`config.mk`:
```
export PLATFORM = sky130hd
export DESIGN_NAME = tlb_lru_lookup
export DESIGN_NICKNAME = d
export VERILOG_FILES = /design/src/tlb_pkg.sv /design/src/tlb_lru_lookup.sv /design/src/tlb_tag_cam.sv /design/src/tlb_lru_matrix.sv /design/src/tlb_frame_ram.sv
export SDC_FILE = /design/constraint.sdc
export NUM_CORES = 1
export LEC_CHECK = 0
export BUFFER_PORTS_ARGS = -buffer_cell sky130_fd_sc_hd__buf_4
export CELL_PAD_IN_SITES_DETAIL_PLACEMENT = 1
export CELL_PAD_IN_SITES_GLOBAL_PLACEMENT = 2
export CORE_MARGIN = 4
export CORE_UTILIZATION = 46
export DETAILED_ROUTE_END_ITERATION = 12
export GPL_TIMING_DRIVEN = 0
export PLACE_DENSITY_LB_ADDON = 0.1
export SLEW_MARGIN = 10
export SYNTH_ARGS = -nofsm -noshare
export SYNTH_HDL_FRONTEND = slang
export SYNTH_SLANG_ARGS = --single-unit
```
`constraint.sdc`:
```
create_clock -name clk -period 5.4 [get_ports clk]
set_input_delay 0.81 -clock clk [delete_from_list [all_inputs] [get_ports clk]]
set_output_delay 0.81 -clock clk [all_outputs]
set_load 0.1 [all_outputs]
```
`src/tlb_pkg.sv`:
```
// ----------------------------------------------------------------------------
// tlb_pkg
// Shared defaults for the fully associative translation buffer.
// ----------------------------------------------------------------------------
package tlb_pkg;

	localparam int unsigned ENTRIES_DEF     = 16;
	localparam int unsigned PAGE_WIDTH_DEF  = 8;
	localparam int unsigned FRAME_WIDTH_DEF = 8;

endpackage

```
`src/tlb_lru_lookup.sv`:
```
// ----------------------------------------------------------------------------
// tlb_lru_lookup
// Fully associative translation buffer with least-recently-used replacement.
// ----------------------------------------------------------------------------
// A lookup is taken on any cycle with start high; busy is always low, so one
// lookup may be issued every cycle. Its result appears on frame_number,
// tlb_hit and slot_used for exactly one cycle, marked by done; the receiver
// cannot stall it and must take every transfer. A lookup passes the input
// register, then the output and frame store read registers; the tag compare,
// age matrix and victim choice all settle in the cycle between them. Empty
// entries fill in order; once full, the least recently used entry is replaced.
// ----------------------------------------------------------------------------
module tlb_lru_lookup
	import tlb_pkg::*;
#(
	parameter int unsigned ENTRIES     = ENTRIES_DEF,
	parameter int unsigned PAGE_WIDTH  = PAGE_WIDTH_DEF,
	parameter int unsigned FRAME_WIDTH = FRAME_WIDTH_DEF,
	localparam int unsigned SLOT_W     = $clog2(ENTRIES)
) (
	input  logic                   clk,
	input  logic                   arst_n,
	input  logic                   start,
	output logic                   busy,
	input  logic [PAGE_WIDTH-1:0]  page_number,
	input  logic [FRAME_WIDTH-1:0] walk_frame,
	output logic                   done,
	output logic [FRAME_WIDTH-1:0] frame_number,
	output logic                   tlb_hit,
	output logic [SLOT_W-1:0]      slot_used
);

	logic                   valid_s1;
	logic [PAGE_WIDTH-1:0]  page_s1;
	logic [FRAME_WIDTH-1:0] walk_s1;

	logic                   valid_s2;
	logic                   hit_s2;
	logic [SLOT_W-1:0]      slot_s2;
	logic [FRAME_WIDTH-1:0] walk_s2;

	logic                   hit;
	logic [SLOT_W-1:0]      hit_idx;
	logic                   full;
	logic [SLOT_W-1:0]      fill_idx;
	logic [SLOT_W-1:0]      victim_idx;
	logic [SLOT_W-1:0]      slot;
	logic                   install;
	logic [FRAME_WIDTH-1:0] ram_rdata;

	assign busy    = 1'b0;
	assign slot    = hit ? hit_idx : (full ? victim_idx : fill_idx);
	assign install = valid_s1 && !hit;

	always_ff @(posedge clk or negedge arst_n) begin
		if (!arst_n) begin
			valid_s1 <= 1'b0;
			valid_s2 <= 1'b0;
		end else begin
			valid_s1 <= start && !busy;
			valid_s2 <= valid_s1;
		end
	end

	always_ff @(posedge clk) begin
		if (start && !busy) begin
			page_s1 <= page_number;
			walk_s1 <= walk_frame;
		end
		if (valid_s1) begin
			hit_s2  <= hit;
			slot_s2 <= slot;
			walk_s2 <= walk_s1;
		end
	end

	tlb_tag_cam #(
		.ENTRIES    (ENTRIES),
		.PAGE_WIDTH (PAGE_WIDTH)
	) u_cam (
		.clk         (clk),
		.arst_n      (arst_n),
		.lookup_page (page_s1),
		.write_en    (install),
		.write_idx   (slot),
		.hit         (hit),
		.hit_idx     (hit_idx),
		.full        (full),
		.fill_idx    (fill_idx)
	);

	tlb_lru_matrix #(
		.ENTRIES (ENTRIES)
	) u_lru (
		.clk        (clk),
		.arst_n     (arst_n),
		.touch_en   (valid_s1),
		.touch_idx  (slot),
		.victim_idx (victim_idx)
	);

	tlb_frame_ram #(
		.ENTRIES     (ENTRIES),
		.FRAME_WIDTH (FRAME_WIDTH)
	) u_ram (
		.clk     (clk),
		.wr_en   (install),
		.rd_en   (valid_s1 && hit),
		.addr    (slot),
		.wr_data (walk_s1),
		.rd_data (ram_rdata)
	);

	assign done         = valid_s2;
	assign tlb_hit      = hit_s2;
	assign slot_used    = slot_s2;
	assign frame_number = hit_s2 ? ram_rdata : walk_s2;

endmodule

```
`src/tlb_tag_cam.sv`:
```
// ----------------------------------------------------------------------------
// tlb_tag_cam
// Page tag store with parallel compare and in-order fill pointer.
// ----------------------------------------------------------------------------
module tlb_tag_cam
	import tlb_pkg::*;
#(
	parameter int unsigned ENTRIES    = ENTRIES_DEF,
	parameter int unsigned PAGE_WIDTH = PAGE_WIDTH_DEF,
	localparam int unsigned SLOT_W    = $clog2(ENTRIES)
) (
	input  logic                  clk,
	input  logic                  arst_n,
	input  logic [PAGE_WIDTH-1:0] lookup_page,
	input  logic                  write_en,
	input  logic [SLOT_W-1:0]     write_idx,
	output logic                  hit,
	output logic [SLOT_W-1:0]     hit_idx,
	output logic                  full,
	output logic [SLOT_W-1:0]     fill_idx
);

	logic [PAGE_WIDTH-1:0] tag_q [ENTRIES];
	logic [SLOT_W:0]       fill_q;
	logic [ENTRIES-1:0]    match;

	assign full     = (fill_q == (SLOT_W+1)'(ENTRIES));
	assign fill_idx = fill_q[SLOT_W-1:0];

	always_comb begin
		hit_idx = '0;
		for (int i = 0; i < ENTRIES; i++) begin
			match[i] = ((SLOT_W+1)'(i) < fill_q) && (tag_q[i] == lookup_page);
			if (match[i])
				hit_idx = hit_idx | SLOT_W'(i);
		end
		hit = |match;
	end

	always_ff @(posedge clk) begin
		if (write_en)
			tag_q[write_idx] <= lookup_page;
	end

	always_ff @(posedge clk or negedge arst_n) begin
		if (!arst_n) begin
			fill_q <= '0;
		end else if (write_en && !full) begin
			fill_q <= fill_q + 1'b1;
		end
	end

endmodule

```
`src/tlb_lru_matrix.sv`:
```
// ----------------------------------------------------------------------------
// tlb_lru_matrix
// Age matrix for least-recently-used victim selection.
// ----------------------------------------------------------------------------
module tlb_lru_matrix
	import tlb_pkg::*;
#(
	parameter int unsigned ENTRIES = ENTRIES_DEF,
	localparam int unsigned SLOT_W = $clog2(ENTRIES)
) (
	input  logic              clk,
	input  logic              arst_n,
	input  logic              touch_en,
	input  logic [SLOT_W-1:0] touch_idx,
	output logic [SLOT_W-1:0] victim_idx
);

	// row i bit j set: entry i used more recently than entry j
	logic [ENTRIES-1:0] age_q [ENTRIES];
	logic [ENTRIES-1:0] oldest;

	always_comb begin
		victim_idx = '0;
		for (int i = 0; i < ENTRIES; i++) begin
			oldest[i] = (age_q[i] == '0);
			if (oldest[i])
				victim_idx = victim_idx | SLOT_W'(i);
		end
	end

	always_ff @(posedge clk or negedge arst_n) begin
		if (!arst_n) begin
			for (int i = 0; i < ENTRIES; i++)
				age_q[i] <= '0;
		end else if (touch_en) begin
			for (int i = 0; i < ENTRIES; i++) begin
				for (int j = 0; j < ENTRIES; j++) begin
					if (SLOT_W'(i) == touch_idx)
						age_q[i][j] <= (SLOT_W'(j) != touch_idx);
					else if (SLOT_W'(j) == touch_idx)
						age_q[i][j] <= 1'b0;
				end
			end
		end
	end

endmodule

```
`src/tlb_frame_ram.sv`:
```
// ----------------------------------------------------------------------------
// tlb_frame_ram
// Frame store, one write and one registered read per cycle.
// ----------------------------------------------------------------------------
module tlb_frame_ram
	import tlb_pkg::*;
#(
	parameter int unsigned ENTRIES     = ENTRIES_DEF,
	parameter int unsigned FRAME_WIDTH = FRAME_WIDTH_DEF,
	localparam int unsigned SLOT_W     = $clog2(ENTRIES)
) (
	input  logic                   clk,
	input  logic                   wr_en,
	input  logic                   rd_en,
	input  logic [SLOT_W-1:0]      addr,
	input  logic [FRAME_WIDTH-1:0] wr_data,
	output logic [FRAME_WIDTH-1:0] rd_data
);

	logic [FRAME_WIDTH-1:0] mem [ENTRIES];

	always_ff @(posedge clk) begin
		if (wr_en)
			mem[addr] <= wr_data;
		if (rd_en)
			rd_data <= mem[addr];
	end

endmodule
```
==> key figures, run 1 <==
Run status
  – Status: complete, no violations

Place
  – Post-Place Cell Area: about 22000 sq um
  – IO buf count: 32
  – DP HPWL: ~38 mm
  – GPL Wtd Cong: about 0.8
  – Dpl cells: a little over 2000

Floorplanning
  – CORE AREA: 45300 sq um
  – # IOs: 34
  – Die footprint: 49300 sq um
  – Die Wd: 222 microns
  – Initial core utilization: 0.465
  – # rows: 78
  – Die Height: approximately 220 microns

Power
  – Final Power: roughly 14000 uW
  – P_sw: roughly 4300 uW
  – Power share of the combinational group: 0.266
  – Clock Power Share: 0.279
  – Peak VDD IR: roughly 320 uV
  – Seq pwr share: 0.455
  – Static leakage: a little under 0.01 uW
  – Switching share of power: 0.319
  – Internal power: between 9000 and 10000 uW
  – P per Cell Area: roughly 550 nW/um^2

Timing
  – # setup viols final: 0
  – RSZ-0062 raised after global routing: false
  – Hold Vio Cnt, Final: 0
  – Achievable Freq: 0.193 GHz
  – Setup_tns: 0 ns
  – Max_slew headroom: 0.228
  – Tmin final: 5.18 ns
  – Crit share post-route: 0.959
  – Worst Tran Pin Value: between 1 and 1.5 ns
  – Clock Skew: ~0.016 ns
  – Max Slew Vio Count: 0

Yosys
  – Syn_nets: about 1400
  – Mapped cell area: approximately 21000 sq um
  – Post-synth EDFFs: 293
  – Ys async rst share: 0.457
  – Post-synthesis instance total: ~1400
  – Synth cell types: 57
  – Syn Area/Cell: 14.8 sq um
  – Synthesis Warnings: 0
  – Synth Register Bits: between 500 and 600
  – Post-synthesis sequential area ratio: 0.711
  – Post-synth top flop: edfxtp_1

Global routing
  – First-pass GRT wire length: slightly below 90 mm
  – Vias in the first global route: ~13000
  – Met1 Track Usage GR: 0.320
  – GRT busiest layer: met2
  – M3 GR Usage: 0.0376
  – GR Overflow Total: 0
  – All-Layer GR Usage: 0.242
  – Met2 Use GR: 0.416
  – Largest net degree at the start of global routing: 90
  – Initial antenna violation count: 3

Final layout
  – Final Cell Area: about 24000 sq um
  – Final Non-Filler Cells: 2201
  – Final #Nets: approximately 1600
  – Area Overhead vs Synth: 16.3%
  – N_diodes: 0
  – Layout cells sized above 1: 0.156
  – Fill cell count: between 4000 and 5000
  – Register area: 15000 sq um
  – Footprint of the multi-input gates: approximately 5700 sq um
  – Final core occ: 0.541

Setup path
  – Crit path DAT: between 5 and 6 ns
  – Worst Setup Start Kind: register
  – WS Path Type: reg -> reg
  – Critical Path RT: ~5.7 ns
  – CP Capture Type: register
  – Max FO, Critical Path: 10

Worst hold path
  – Hold Crit Class: in -> async

CTS
  – Clock transition at path regs: roughly 0.060 ns
  – Clock sinks: between 500 and 600
  – CTS buffer count: 55
  – CTS tree: yes
  – Clock latency on the worst-skew pair: between 0.5 and 0.6 ns
  – H-tree levels: 2
  – Root buffer cell: clkbuf_16
  – Clock Path Buffers: 3

Run
  – Max cap viols: 0

Detailed routing
  – Antenna Nets Post-Route: 0
  – DR DRC count: 0
  – Vias: 12500
  – DR iter-0 viols: 856
  – Post-DR vias/cell: ~5.7
  – Total routed wirelength: ~60 mm
  – Routed wire per std cell: between 20 and 30 microns
  – TritonRoute pass-1 iters: 5
==> routing by layer <==
layer / wire [microns] / part of all wire
met1: 25500 / 0.43
met2: 29600 / 0.50
met4: 1820 / 0.031
met3: 2590 / 0.043
met5: 21 / 0.00035
==> synth_stat cells (all sizes together), types with 25 or more instances <==
library cell  count  area share
a21o            113       0.040
buf              33       0.015
clkbuf           42      0.0075
dfrtp           247        0.29
edfxtp          293        0.42
mux2i            48       0.023
nand2            94       0.017
nand4            41       0.012
nor2             46      0.0082
nor4             71       0.021
o21a             71       0.025
o22ai            25      0.0074
xnor2           108       0.045
==> through the flow <==
stage	setup slack [ns]	hold WS, ns
5_1_grt	0.0288	0.263
6_report	0.222	0.205
3_3_place_gp	-1.78	0.458
2_1_floorplan	0.995	0.447
4_1_cts	0.00370	0.223
3_5_place_dp	-1.18	0.465
==> layout by cell type (no fill, tap or decap), types with 16 or more instances in the layout <==
master | synthesis | final
buf_8 | 7 | 20
clkbuf_16 | 0 | 57
dfrtp_1 | 247 | 247
buf_4 | 7 | 60
nor3_1 | 18 | 16
o21a_1 | 71 | 71
mux2_2 | 16 | 16
o22ai_1 | 25 | 24
xnor2_1 | 108 | 108
and2_1 | 18 | 18
edfxtp_1 | 293 | 293
mux2i_1 | 48 | 48
nand2_1 | 94 | 94
nor4_1 | 71 | 67
clkbuf_1 | 42 | 45
nor2_1 | 46 | 30
nand4_1 | 41 | 41
xor2_1 | 24 | 24
a21o_1 | 113 | 113
==> sequential cells by signal, indices dropped and copies added (netlist names) <==
register       cells
done               1
page_s1            8
slot_used          4
tlb_hit            1
u_cam.fill_q       5
u_cam.tag_q      128
u_lru.age_q      240
u_ram.mem        128
u_ram.rd_data      8
valid_s1           1
walk_s1            8
walk_s2            8
==> worst max-delay path, cell delays in order (launching register included) <==
cell       delay, ns
edfxtp_1        0.41
buf_12          0.16
buf_6           0.15
xor2_1          0.16
a2111oi_0       0.45
nor4b_2         0.42
nor4_2          0.14
and3_1          0.22
clkbuf_1        0.22
a211oi_4        0.49
nand2_1         0.31
or2_1           0.33
clkbuf_1        0.33
clkbuf_2        0.45
nor2_4          0.42
buf_8           0.20
==> cells by family (layout without fill, tap and decap cells) <==
group	Yosys count	in the layout	synth area share
other	1	1	0.000178
adders and majority gates	2	2	0.00119
AOI/OAI and AO/OA	254	254	0.0886
xor gates and xnor gates	132	132	0.0549
buffers and inverters	85	259	0.0240
DFF	540	540	0.711
and+or+nand+nor	341	341	0.0840
muxes	72	72	0.0362
==> power groups by stage <==
stage / Sequential [uW] / Combinational, uW / Clock (uW)
finish: 6160 / 3600 / 3770
floorplan: 6120 / 2310 / 0
CTS: 6150 / 3620 / 3840
detailed placement: 6260 / 3490 / 0
global placement: 6210 / 3330 / 0
global route: 6270 / 3900 / 4010
==> area by class of cell <==
type,instances,share of cell area
multi-input cells,802,0.234
repair buffers,74,0.0303
clock buffers,72,0.0622
plain buffers,73,0.0190
clock inverters,30,0.0105
inverters,10,0.00163
well taps,600,0.0306
flip-flops and latches,540,0.611
==> repair_timing <==
| action | CTS | global route |
|---|---|---|
| pin swaps | 5 | 1 |
| endpoints found under the setup margin | 332 | 188 |
| hold endpoints to repair | 0 | 0 |
| hold buffers | 0 | 0 |
| gates resized for setup | 17 | 15 |
| setup buffers | 25 | 0 |
==> final timing paths <==
path,endpoint,from,slack [ns],cells past startpoint
max in group asynchronous,u_lru.age_q[163]$_DFFE_PN0P_,arst_n,3.95,3
max reg2reg,u_ram.mem[0][1]$_DFFE_PP_,page_s1[2]$_DFFE_PP_,0.22,15
max,u_ram.mem[0][1]$_DFFE_PP_,page_s1[2]$_DFFE_PP_,0.22,15
min,u_lru.age_q[105]$_DFFE_PN0P_,arst_n,0.20,1
min reg2reg,u_lru.age_q[151]$_DFFE_PN0P_,u_lru.age_q[151]$_DFFE_PN0P_,0.47,2
min in group clk,walk_s1[0]$_DFFE_PP_,walk_frame[0],0.39,1
No activity file was read; power rests on OpenSTA's default activity.
==> run 2, diff against run 1 <==
--- a/config.mk
+++ b/config.mk
@@ -13,6 +13,7 @@
 export DETAILED_ROUTE_END_ITERATION = 12
 export GPL_TIMING_DRIVEN = 0
 export PLACE_DENSITY_LB_ADDON = 0.1
+export REMOVE_ABC_BUFFERS = 1
 export SLEW_MARGIN = 10
 export SYNTH_ARGS = -nofsm -noshare
 export SYNTH_HDL_FRONTEND = slang
==> run 2 against run 1 <==
Critical path depth is 5 lower. Via count down 3.8%. First-iteration DRC count fell by 4.2%. Utilization decreased by 0.20 points. Power is 0.99% lower. Worst setup slack worse by 0.22 ns. Critical path type unchanged.
==> key figures, run 2 (synthesized netlist as in run 1, its figures left out) <==
Run status
  – Status: complete, no violations

Global routing
  – GR Overflow Total: 0 (unchanged)
  – Largest net degree at the start of global routing: 111 (+23%)
  – Initial antenna violation count: 0 (-3)
  – Vias in the first global route: 13000 (-3.8%)
  – First-pass GRT wire length: 81.3 mm (-8.2%)
  – All-Layer GR Usage: 0.216 (-0.0258)

Detailed routing
  – Post-DR vias/cell: 5.65 (-0.88%)
  – DR iter-0 viols: 820 (-4.2%)
  – Total routed wirelength: 53.1 mm (-11%)
  – Vias: 12100 (-3.8%)
  – DR DRC count: 0 (unchanged)
  – Antenna Nets Post-Route: 0 (unchanged)
  – TritonRoute pass-1 iters: 7 (+2)
  – Routed wire per std cell: 24.8 microns (-8.3%)

Final layout
  – Area Overhead vs Synth: 15.9%
  – Layout cells sized above 1: 0.148 (-0.00719)
  – Most common cell after layout, fill and taps aside: edfxtp_1
  – Final Cell Area: 24400 sq um (-0.37%)
  – Max reg flops: 240 (unchanged)
  – N_diodes: 0 (unchanged)
  – Most flops, register: u_lru.age_q
  – Most frequent cells in the layout: edfxtp_1, dfrtp_1, a21o_1
  – Regs by FF count: u_lru.age_q x240, u_cam.tag_q x128, u_ram.mem x128
  – Final #Nets: 1512 (-4.1%)
  – Final core occ: 0.539 (-0.00199)

Worst hold path
  – Hold Crit Class: in -> async

Setup path
  – Crit path DAT: 5.70 ns (+0.22 ns)
  – Critical Path RT: 5.70 ns (about the same)
  – WS Path Type: reg -> reg
  – Worst Setup Start Kind: register
  – Max FO, Critical Path: 16 (+6)
  – CP Capture Type: register

Place
  – GPL Wtd Cong: 0.758 (-5.0%)
  – Post-Place Cell Area: 22400 sq um (about the same)
  – DP HPWL: 33.7 mm (-11%)
  – IO buf count: 32 (unchanged)

Floorplanning
  – # IOs: 34 (unchanged)
  – CORE AREA: 45300 sq um (unchanged)
  – Die Height: 222 microns (unchanged)
  – Die footprint: 49300 sq um (unchanged)
  – Initial core utilization: 0.465 (unchanged)
  – Die Wd: 222 microns (unchanged)
  – # rows: 78 (unchanged)

Timing
  – Crit share post-route: 0.999 (+0.0406)
  – Setup_tns: 0 ns (unchanged)
  – Max_slew headroom: 0.137 (-0.0907)
  – Hold slack final: 0.123 ns (-0.0814 ns)
  – RSZ-0062 raised after global routing: true
  – Tmin final: 5.40 ns (+0.219 ns)
  – Clock Skew: 0.0274 ns (+0.0111 ns)
  – Max Slew Vio Count: 0 (unchanged)
  – Worst Tran Pin Value: 1.29 ns (+0.133 ns)
  – Hold Vio Cnt, Final: 0 (unchanged)
  – Achievable Freq: 0.185 GHz (-4.1%)
  – # setup viols final: 0 (unchanged)

CTS
  – H-tree levels: 2 (unchanged)
  – Root buffer cell: clkbuf_16
  – CTS buffer count: 56 (+1.8%)
  – Clock latency on the worst-skew pair: 0.61 ns (+0.02 ns)
  – Clock Path Buffers: 3 (unchanged)
  – CTS tree: yes
  – Clock sinks: 540 (unchanged)
  – Cts hold-fix bufs: 0 (unchanged)
  – Clock transition at path regs: 0.06 ns (about the same)

Run
  – Max cap viols: 0 (unchanged)

Power
  – Peak VDD IR: 364 uV (+14%)
  – Static leakage: 0.00975 uW (-0.59%)
  – P per Cell Area: 549 nW/um^2 (-0.63%)
run 2: power breakdown:
| part | internal, uW | switching, uW |
|---|---|---|
| clock | 2260 | 1570 |
| combinational | 1420 | 1940 |
| sequential | 5550 | 656 |
| total | 9230 | 4160 |
run 2: final timing paths:
check,startpoint,to,slack (ns),depth (start not counted)
min reg2reg,u_lru.age_q[220]$_DFFE_PN0P_,u_lru.age_q[220]$_DFFE_PN0P_,0.48,1
min,arst_n,u_lru.age_q[167]$_DFFE_PN0P_,0.12,1
max reg2reg,u_cam.fill_q[4]$_DFFE_PN0P_,u_ram.mem[9][1]$_DFFE_PP_,0.003,10
min in group clk,walk_frame[5],walk_s1[5]$_DFFE_PP_,0.38,1
max in group asynchronous,arst_n,valid_s1$_DFF_PN0_,4.38,2
max,u_cam.fill_q[4]$_DFFE_PN0P_,u_ram.mem[9][1]$_DFFE_PP_,0.003,10
run 2: what timing repair did:
action,CTS,global route
gates resized for setup,13,10
buffers inserted,10,1
pin swaps,1,0
setup endpoints to repair,188,184
run 2: per-stage QoR:
stage          cells  power, uW  setup WS [ns]
6_report        2137      13400        0.00298
5_1_grt         2137      14100         -0.212
3_3_place_gp    1984       9310          -2.40
3_5_place_dp    2022       9620          -1.19
4_1_cts         2136      13500        0.00257
2_1_floorplan   1352       8320          0.662
run 2: area by class of cell:
type                    count  area (sq um)
fillers                  4329         20900
flip-flops and latches    540         15000
multi-input cells         802          5740
clock buffers              81          1620
repair buffers             81          1050
well taps                 600           751
clock inverters            23           218
inverters                  10          50.0
run 2: routing by layer:
metal	GRT usage	wire length, microns	part of all wire	up-vias
met1	0.297	23500	0.44	6404
li1	-	-	-	5393
met5	0	0	0	-
met2	0.366	26400	0.50	208
met3	0.0356	2080	0.039	72
met4	0.0518	1100	0.021	0
run 2: critical path, stage by stage, from the launching register on:
cell and delay [ns]:
dfrtp_1 0.57, or2_2 0.40, o311ai_0 0.40, nor3_1 0.14, nor4_1 0.51, and2_1 0.45
nand3_1 0.57, nor2b_1 0.55, nand3_2 0.67, nor2_4 0.61, buf_8 0.22
